[config.mk]
export PLATFORM = sky130hd
export DESIGN_NAME = rgb_to_hsl_converter_unit
export DESIGN_NICKNAME = d
export VERILOG_FILES = /design/src/hdl/rgbhsl_pkg.sv /design/src/hdl/rgbhsl_front.sv /design/src/hdl/rgbhsl_div.sv /design/src/hdl/rgbhsl_light.sv /design/src/hdl/rgb_to_hsl_converter_unit.sv
export SDC_FILE = /design/constraint.sdc
export NUM_CORES = 1
export LEC_CHECK = 0
export ABC_AREA = 1
export BUFFER_PORTS_ARGS = -buffer_cell sky130_fd_sc_hd__buf_4
export CORE_MARGIN = 4
export CORE_UTILIZATION = 35
export DETAILED_ROUTE_END_ITERATION = 7
export REMOVE_ABC_BUFFERS = 1
export SLEW_MARGIN = 20
export SYNTH_ARGS = -nofsm -noshare
export SYNTH_HDL_FRONTEND = slang
export SYNTH_SLANG_ARGS = --single-unit
[constraint.sdc]
create_clock -name clk -period 10.52 [get_ports clk]
set_clock_uncertainty 0.1 [all_clocks]
set_input_delay 0 -clock clk [delete_from_list [all_inputs] [get_ports clk]]
set_output_delay 0 -clock clk [all_outputs]
set_load 0.01 [all_outputs]
[src/hdl/rgbhsl_pkg.sv]
// Shared widths and constants for the RGB to HSL converter.
// No dependencies; every other file in this folder imports it.
package rgbhsl_pkg;

  // Pixel channels and result fields
  localparam int ChanW = 8;
  localparam int HueW  = 9;
  localparam int PctW  = 7;

  // Channel sum (max + min) and the divider operands
  localparam int SumW = ChanW + 1;
  localparam int NumW = 17;
  localparam int DenW = 9;
  localparam int QuoW = 9;

  // Divider pipeline: quotient bits resolved per stage, and stage count
  localparam int DivBitsPerStage = 3;
  localparam int DivStages       = QuoW / DivBitsPerStage;

  // Total latency from accepted transaction to result strobe
  localparam int Latency = DivStages + 1;

  // Hue index width (hue numerator before scaling by 60)
  localparam int HueIdxW = 11;

  // Color constants
  localparam logic [SumW-1:0] HalfSum   = 9'd255;
  localparam logic [SumW-1:0] FullSum   = 9'd510;
  localparam logic [6:0]      HueScale  = 7'd60;
  localparam logic [6:0]      PctScale  = 7'd100;

  // Lightness: floor(10*s/51) by reciprocal multiply, then one correction
  localparam int              LightYW     = 13;
  localparam int              LightProdW  = 24;
  localparam int              LightShift  = 16;
  localparam logic [10:0]     LightRecip  = 11'd1285;
  localparam logic [5:0]      LightDiv    = 6'd51;

endpackage

[src/hdl/rgbhsl_front.sv]
// Front stage of the RGB to HSL converter: channel max/min, lightness sum,
// and the hue and saturation divider operands, all registered once.
// Depends on rgbhsl_pkg.
module rgbhsl_front (
  input  logic                         clk,
  input  logic [rgbhsl_pkg::ChanW-1:0] red,
  input  logic [rgbhsl_pkg::ChanW-1:0] green,
  input  logic [rgbhsl_pkg::ChanW-1:0] blue,
  output logic [rgbhsl_pkg::NumW-1:0]  hue_num,
  output logic [rgbhsl_pkg::DenW-1:0]  hue_den,
  output logic [rgbhsl_pkg::NumW-1:0]  sat_num,
  output logic [rgbhsl_pkg::DenW-1:0]  sat_den,
  output logic [rgbhsl_pkg::SumW-1:0]  chan_sum
);
  import rgbhsl_pkg::*;

  logic [ChanW-1:0]   mx;
  logic [ChanW-1:0]   mn;
  logic [ChanW-1:0]   diff;
  logic [SumW-1:0]    sum;
  logic               grey;
  logic signed [11:0] idx_raw;
  logic [11:0]        idx_wrap;
  logic [HueIdxW-1:0] idx;
  logic [NumW-1:0]    hue_num_next;
  logic [NumW-1:0]    sat_num_next;
  logic [DenW-1:0]    hue_den_next;
  logic [DenW-1:0]    sat_den_next;

  // Find the largest and smallest channel
  always_comb begin
    mx = red;
    mn = red;
    if (green > mx) mx = green;
    if (blue > mx)  mx = blue;
    if (green < mn) mn = green;
    if (blue < mn)  mn = blue;
    diff = mx - mn;
    sum  = SumW'(mx) + SumW'(mn);
    grey = (diff == '0);
  end

  // Hue index in sixths of diff; ties rank blue over green over red
  always_comb begin
    if (blue == mx) begin
      idx_raw = $signed({2'b00, diff, 2'b00}) + $signed({4'b0000, red})
              - $signed({4'b0000, green});
    end else if (green == mx) begin
      idx_raw = $signed({3'b000, diff, 1'b0}) + $signed({4'b0000, blue})
              - $signed({4'b0000, red});
    end else begin
      idx_raw = $signed({4'b0000, green}) - $signed({4'b0000, blue});
    end
    // Wrap a negative index by a full turn (six sixths)
    if (idx_raw < 0) begin
      idx_wrap = 12'(idx_raw) + {2'b00, diff, 2'b00} + {3'b000, diff, 1'b0};
    end else begin
      idx_wrap = 12'(idx_raw);
    end
    idx = idx_wrap[HueIdxW-1:0];
  end

  // Divider operands; grey forces a unit divisor so the quotient is zero
  always_comb begin
    hue_num_next = NumW'(idx) * NumW'(HueScale);
    sat_num_next = NumW'(diff) * NumW'(PctScale);
    if (grey) begin
      hue_den_next = DenW'(1);
      sat_den_next = DenW'(1);
    end else begin
      hue_den_next = DenW'(diff);
      sat_den_next = (sum < HalfSum) ? DenW'(sum) : DenW'(FullSum - sum);
    end
  end

  // Register the operands
  always_ff @(posedge clk) begin
    hue_num  <= hue_num_next;
    hue_den  <= hue_den_next;
    sat_num  <= sat_num_next;
    sat_den  <= sat_den_next;
    chan_sum <= sum;
  end

endmodule

[src/hdl/rgbhsl_div.sv]
// Pipelined restoring divider of the RGB to HSL converter, a few quotient
// bits per register stage. Depends on rgbhsl_pkg.
module rgbhsl_div (
  input  logic                        clk,
  input  logic [rgbhsl_pkg::NumW-1:0] num,
  input  logic [rgbhsl_pkg::DenW-1:0] den,
  output logic [rgbhsl_pkg::QuoW-1:0] quo
);
  import rgbhsl_pkg::*;

  logic [NumW-1:0] rem_q [DivStages];
  logic [DenW-1:0] den_q [DivStages];
  logic [QuoW-1:0] quo_q [DivStages];

  for (genvar j = 0; j < DivStages; j++) begin : g_stage
    logic [NumW-1:0] rem_in;
    logic [DenW-1:0] den_in;
    logic [QuoW-1:0] quo_in;
    logic [NumW-1:0] rem_out;
    logic [QuoW-1:0] quo_out;
    logic [NumW-1:0] trial;

    if (j == 0) begin : g_first
      assign rem_in = num;
      assign den_in = den;
      assign quo_in = '0;
    end else begin : g_next
      assign rem_in = rem_q[j-1];
      assign den_in = den_q[j-1];
      assign quo_in = quo_q[j-1];
    end

    // Resolve this stage's quotient bits, most significant first
    always_comb begin
      rem_out = rem_in;
      quo_out = quo_in;
      trial   = '0;
      for (int i = 0; i < DivBitsPerStage; i++) begin
        trial = NumW'(den_in) << (QuoW - 1 - j * DivBitsPerStage - i);
        if (rem_out >= trial) begin
          rem_out = rem_out - trial;
          quo_out[QuoW-1-j*DivBitsPerStage-i] = 1'b1;
        end
      end
    end

    // Advance the partial remainder and quotient
    always_ff @(posedge clk) begin
      rem_q[j] <= rem_out;
      den_q[j] <= den_in;
      quo_q[j] <= quo_out;
    end
  end

  assign quo = quo_q[DivStages-1];

endmodule

[src/hdl/rgbhsl_light.sv]
// Lightness path of the RGB to HSL converter: floor(100*sum/510) by a
// reciprocal multiply and one correction, timed to match the divider.
// Depends on rgbhsl_pkg.
module rgbhsl_light (
  input  logic                        clk,
  input  logic [rgbhsl_pkg::SumW-1:0] chan_sum,
  output logic [rgbhsl_pkg::PctW-1:0] lightness
);
  import rgbhsl_pkg::*;

  logic [LightYW-1:0]    y;
  logic [LightYW-1:0]    y_q;
  logic [LightProdW-1:0] prod_q;
  logic [PctW-1:0]       est;
  logic [LightYW-1:0]    resid;
  logic [PctW-1:0]       light_next;
  logic [PctW-1:0]       light_q;

  // Scale the sum by ten: 100/510 reduces to 10/51
  assign y = (LightYW'(chan_sum) << 3) + (LightYW'(chan_sum) << 1);

  // Stage one: multiply by the reciprocal (never overestimates)
  always_ff @(posedge clk) begin
    y_q    <= y;
    prod_q <= LightProdW'(y) * LightProdW'(LightRecip);
  end

  // Stage two: fix the estimate up by one where the remainder overflows
  always_comb begin
    est        = prod_q[LightShift +: PctW];
    resid      = y_q - LightYW'(est) * LightYW'(LightDiv);
    light_next = (resid >= LightYW'(LightDiv)) ? est + PctW'(1) : est;
  end

  always_ff @(posedge clk) begin
    light_q <= light_next;
  end

  // Stage three: hold to line up with the divider output
  always_ff @(posedge clk) begin
    lightness <= light_q;
  end

endmodule

[src/hdl/rgb_to_hsl_converter_unit.sv]
// RGB to HSL converter: one pixel of 8-bit channels in, whole-degree hue and
// whole-percent saturation and lightness out. Top level.
// Depends on rgbhsl_pkg, rgbhsl_front, rgbhsl_div, rgbhsl_light.
//
// Usage: raise start with a pixel on red/green/blue; a transaction is taken
// at every clock edge where start is high, one per cycle with no gaps.
// busy is held low: the pipeline never stalls. Each result appears on
// hue/saturation/lightness for exactly one cycle, marked by done, after its
// transaction has passed one operand stage and three divider stages, each
// resolving three quotient bits. Results come out in order and the receiver
// must take them as they come. Grey pixels give hue and saturation of zero;
// all quotients are truncated toward zero.
module rgb_to_hsl_converter_unit (
  input  logic                         clk,
  input  logic                         rst,
  input  logic                         start,
  output logic                         busy,
  input  logic [rgbhsl_pkg::ChanW-1:0] red,
  input  logic [rgbhsl_pkg::ChanW-1:0] green,
  input  logic [rgbhsl_pkg::ChanW-1:0] blue,
  output logic                         done,
  output logic [rgbhsl_pkg::HueW-1:0]  hue,
  output logic [rgbhsl_pkg::PctW-1:0]  saturation,
  output logic [rgbhsl_pkg::PctW-1:0]  lightness
);
  import rgbhsl_pkg::*;

  logic [NumW-1:0]    hue_num;
  logic [DenW-1:0]    hue_den;
  logic [NumW-1:0]    sat_num;
  logic [DenW-1:0]    sat_den;
  logic [SumW-1:0]    chan_sum;
  logic [QuoW-1:0]    hue_quo;
  logic [QuoW-1:0]    sat_quo;
  logic [Latency-1:0] valid;
  logic               accept;

  // The pipeline advances every cycle, so it is never busy
  assign busy   = 1'b0;
  assign accept = start & ~busy;

  rgbhsl_front u_front (
    .clk      (clk),
    .red      (red),
    .green    (green),
    .blue     (blue),
    .hue_num  (hue_num),
    .hue_den  (hue_den),
    .sat_num  (sat_num),
    .sat_den  (sat_den),
    .chan_sum (chan_sum)
  );

  rgbhsl_div u_hue_div (
    .clk (clk),
    .num (hue_num),
    .den (hue_den),
    .quo (hue_quo)
  );

  rgbhsl_div u_sat_div (
    .clk (clk),
    .num (sat_num),
    .den (sat_den),
    .quo (sat_quo)
  );

  rgbhsl_light u_light (
    .clk       (clk),
    .chan_sum  (chan_sum),
    .lightness (lightness)
  );

  // Advance the valid bits alongside the data
  always_ff @(posedge clk) begin
    if (rst) begin
      valid <= '0;
    end else begin
      valid <= {valid[Latency-2:0], accept};
    end
  end

  assign done       = valid[Latency-1];
  assign hue        = hue_quo[HueW-1:0];
  assign saturation = sat_quo[PctW-1:0];

endmodule
==> results.txt <==
The share of synthesized area in the top cell type comes to 22.07%. The number of antenna violations at the first check in global routing is 0, and the number of maximum-capacitance constraint violations is 0. The startpoint identified for the worst register-to-register timing path is u_front.hue_den[1]. The logs give 35.46% for the starting utilization of the core area and 24260 µm² for the total placed instance area. The layout-stage area growth over the synthesis result came out at 9.790%.

The H-tree depth is 1, and the worst stage delay on the critical path is 0.54 ns. For the worst setup path, the data arrival time is 9.94 ns. The slowest stage of the critical path is the sky130_fd_sc_hd__fa_1 cell.

The die extent in y works out to 263.8 µm. Of all flip-flops after synthesis, the portion carrying an async set or reset was 0%. In the routed design, unresolved DRC markers number 0.

The critical-path maximum fanout was 28; the required arrival time at the worst endpoint was 10.86 ns. STA classifies the critical path startpoint as an input pin. Global routing consumed, over all layers together, 15.06% of the routing resources.

Sorting the synthesized cells by area gives the leading types as sky130_fd_sc_hd__ha_1 22%, sky130_fd_sc_hd__dfxtp_1 18%, sky130_fd_sc_hd__nand2_1 11%, sky130_fd_sc_hd__inv_1 8.0%, sky130_fd_sc_hd__fa_1 6.1%. Prior to clock tree synthesis, the placed netlist has a worst setup slack of 0.2463 ns. Summing all flip-flop and latch instances after layout gives 4204 µm². Dividing the detail-routed wire length by the instance count gives 12.83 µm. The Yosys step of the flow raised 0 warnings.

The filler cells instantiated in the layout total 6779. The run gives 90.47 mm as the global-route wire length before repair. CTS saw 210 sinks.

Number of enable flip-flop cells after synthesis: 0. TritonCTS built the clock tree. The largest net degree at the start of global routing was 29; the number of port buffers was 50. The proportion of layout cells with a drive suffix above 1 is 5.906%, and the final setup violation count is 0. The tools report the number of placed I/O pins as 52. The floorplan step defined a die boundary enclosing 69600 µm². Tracing the worst setup path back leads to its startpoint at red[7].

The final critical path takes up 91.26% of the cycle. Clock-pin slew was measured on the worst setup and hold paths at 0.06 ns. The number of DRC markers after the initial detailed-route iteration was 961. STA classifies the critical path endpoint as a flip-flop.

Average footprint of a synthesized cell: 7.137 µm². From left edge to right edge, the die measures 263.8 µm. The startpoint identified for the worst hold timing path is blue[1]. Derived from the worst setup path, the maximum achievable clock frequency is 104.2 MHz. In this run, synthesis produced a sequential element count of 210. Headroom to the max-slew limit came out at 36.16%. The last weighted congestion value of the routability-driven placer is 0.9173. After layout, the worst setup slack is 0.9196 ns. Worst-skew pair later-pin latency: 0.55 ns. In the final design database the tool counted 3768 nets. Once placement completed, the tool counted placed cells totaling 4092.

Final hold violation count: 0. The region available for standard cell placement spans 64580 µm². With fillers left out, the area of the finished cells amounts to 25150 µm². Dominant register cell in the synthesized netlist: sky130_fd_sc_hd__dfxtp_1.

The flow ran to the end, and the final reports show no timing, DRC or antenna violations. The root buffer cell was sky130_fd_sc_hd__clkbuf_16. In the final layout, the multi-input gates occupy 16640 µm².

The finished layout holds 4140 standard cells, fillers aside. Sorting the synthesized cells by how often they occur yields 671 x sky130_fd_sc_hd__nand2_1, 486 x sky130_fd_sc_hd__inv_1, 404 x sky130_fd_sc_hd__ha_1. Worst hold path class: in -> reg.

The cell repeated most along the worst path is sky130_fd_sc_hd__nand2_1. Row generation in the floorplan step produced 93 rows. The run gives 0 as the residual antenna-violating net count after detailed routing.

By instance count, the leading cell after synthesis is sky130_fd_sc_hd__nand2_1. Summed over all layers, the routed wires come to 53.12 mm. The number of vias per cell is 4.810. The netlist uses 58 different library cells. Detailed placement ended at an HPWL of 44.71 mm. The clock passes through at most 3 buffers. The routed design could run at a clock period as short as 9.600 ns. For this run, the detailed router's first-pass iteration total came to 5.

The logs give 26 for the total CTS buffers and 19167 for the via count of the first global-routing pass. At the pin with the least slew margin, the transition time is 0.9476 ns. Biggest area consumer among synthesized cells: sky130_fd_sc_hd__ha_1. The worst setup path category was in -> reg. The cell area after synthesis was 22900 µm²; the via count was 19913. The final global-route overflow total is 0. The number of pins with negative max-slew slack in the final report was 0.

After technology mapping, the gate count stands at 3209. The repair_antennas step left the layout with diodes totalling 0. Sequential cells were found to cover 18.36% of the synthesized design area.
-- layout make-up --
type,instances,area share [%]
tap,855,4.254
timing repair buffer,68,2.050
multi-input combinational,2466,66.17
clock buffer,30,2.851
sequential,210,16.72
clock inverter,16,0.5473
inverter,495,7.404
-- metal layers --
layer  GRT usage (%)  share of wire (%)  routed length, µm  vias up
met1           20.16                 49              25920     8896
li1                -                  -                  -    10675
met5               0                  0                  0        -
met2           25.93                 45              24130      267
met4           4.098                2.5               1314        0
met3           1.509                3.3               1760       75
-- worst max-delay path: cells and delay by family --
| family | cells | cell delay, ns |
|---|---|---|
| buf+inv | 7 | 0.91 |
| simple gates | 12 | 1.15 |
| fa+ha+maj | 11 | 4.53 |
| xor+xnor | 3 | 0.40 |
| compound gates | 15 | 2.92 |
-- cells in the final DEF, fill, tap and decap left out, types with 38 or more instances in the layout --
master	count
sky130_fd_sc_hd__a21oi_1	240
sky130_fd_sc_hd__buf_4	66
sky130_fd_sc_hd__dfxtp_1	210
sky130_fd_sc_hd__fa_1	70
sky130_fd_sc_hd__ha_1	404
sky130_fd_sc_hd__inv_1	485
sky130_fd_sc_hd__nand2_1	670
sky130_fd_sc_hd__nand3_1	190
sky130_fd_sc_hd__nand4_1	38
sky130_fd_sc_hd__nor2_1	222
sky130_fd_sc_hd__nor3_1	39
sky130_fd_sc_hd__o21ai_0	190
sky130_fd_sc_hd__xnor2_1	80
sky130_fd_sc_hd__xor2_1	121
-- state kept, by name, indices dropped and copies added (netlist names), 9 cells and up --
register,flops
u_front.sat_den,9
u_hue_div.rem_q,30
u_hue_div.den_q,14
u_sat_div.den_q,18
u_hue_div.quo_q,18
u_front.chan_sum,9
u_sat_div.quo_q,12
u_front.hue_num,15
u_light.y_q,10
u_light.prod_q,9
u_sat_div.rem_q,29
u_front.sat_num,12
-- path summary, 6_finish.rpt --
check	to	slack (ns)	cells past startpoint
max	u_front.hue_num[16]	0.92	48
min	u_front.chan_sum[1]	0.06	4
min reg2reg	u_hue_div.quo_q[0][26]	0.22	0
max reg2reg	u_hue_div.rem_q[0][11]	3.28	34
-- cells by family after synthesis --
family | share of synthesized area (%)
AND/OR/NAND/NOR | 23.23
AO/OA/AOI/OAI | 13.29
buffers and inverters | 9.019
adder cells (fa/ha/maj) | 28.19
flip-flops | 18.36
XOR/XNOR | 7.757
multiplexers | 0.1475
other | 0.01637
-- through the flow --
| step | utilization [%] | setup TNS, ns | hold WS [ns] |
|---|---|---|---|
| after detailed placement | 37.57 | 0 | 0.09312 |
| after floorplan | - | 0 | -0.02882 |
| final | 38.94 | 0 | 0.05525 |
| after global placement | 37.57 | 0 | 0.08956 |
| after CTS | 38.92 | 0 | 0.03740 |
| after global routing | 38.94 | -0.002580 | 0.05584 |
-- repair_timing --
item,4_1_cts,5_1_grt
setup buffers,0,0
resized for setup,0,7
endpoints found under the setup margin,0,2
hold endpoints to repair,4,0
hold buffers,2,0
Power is not shown: default switching activity piles up to over one toggle a cycle in this logic, so the estimate is an artifact.
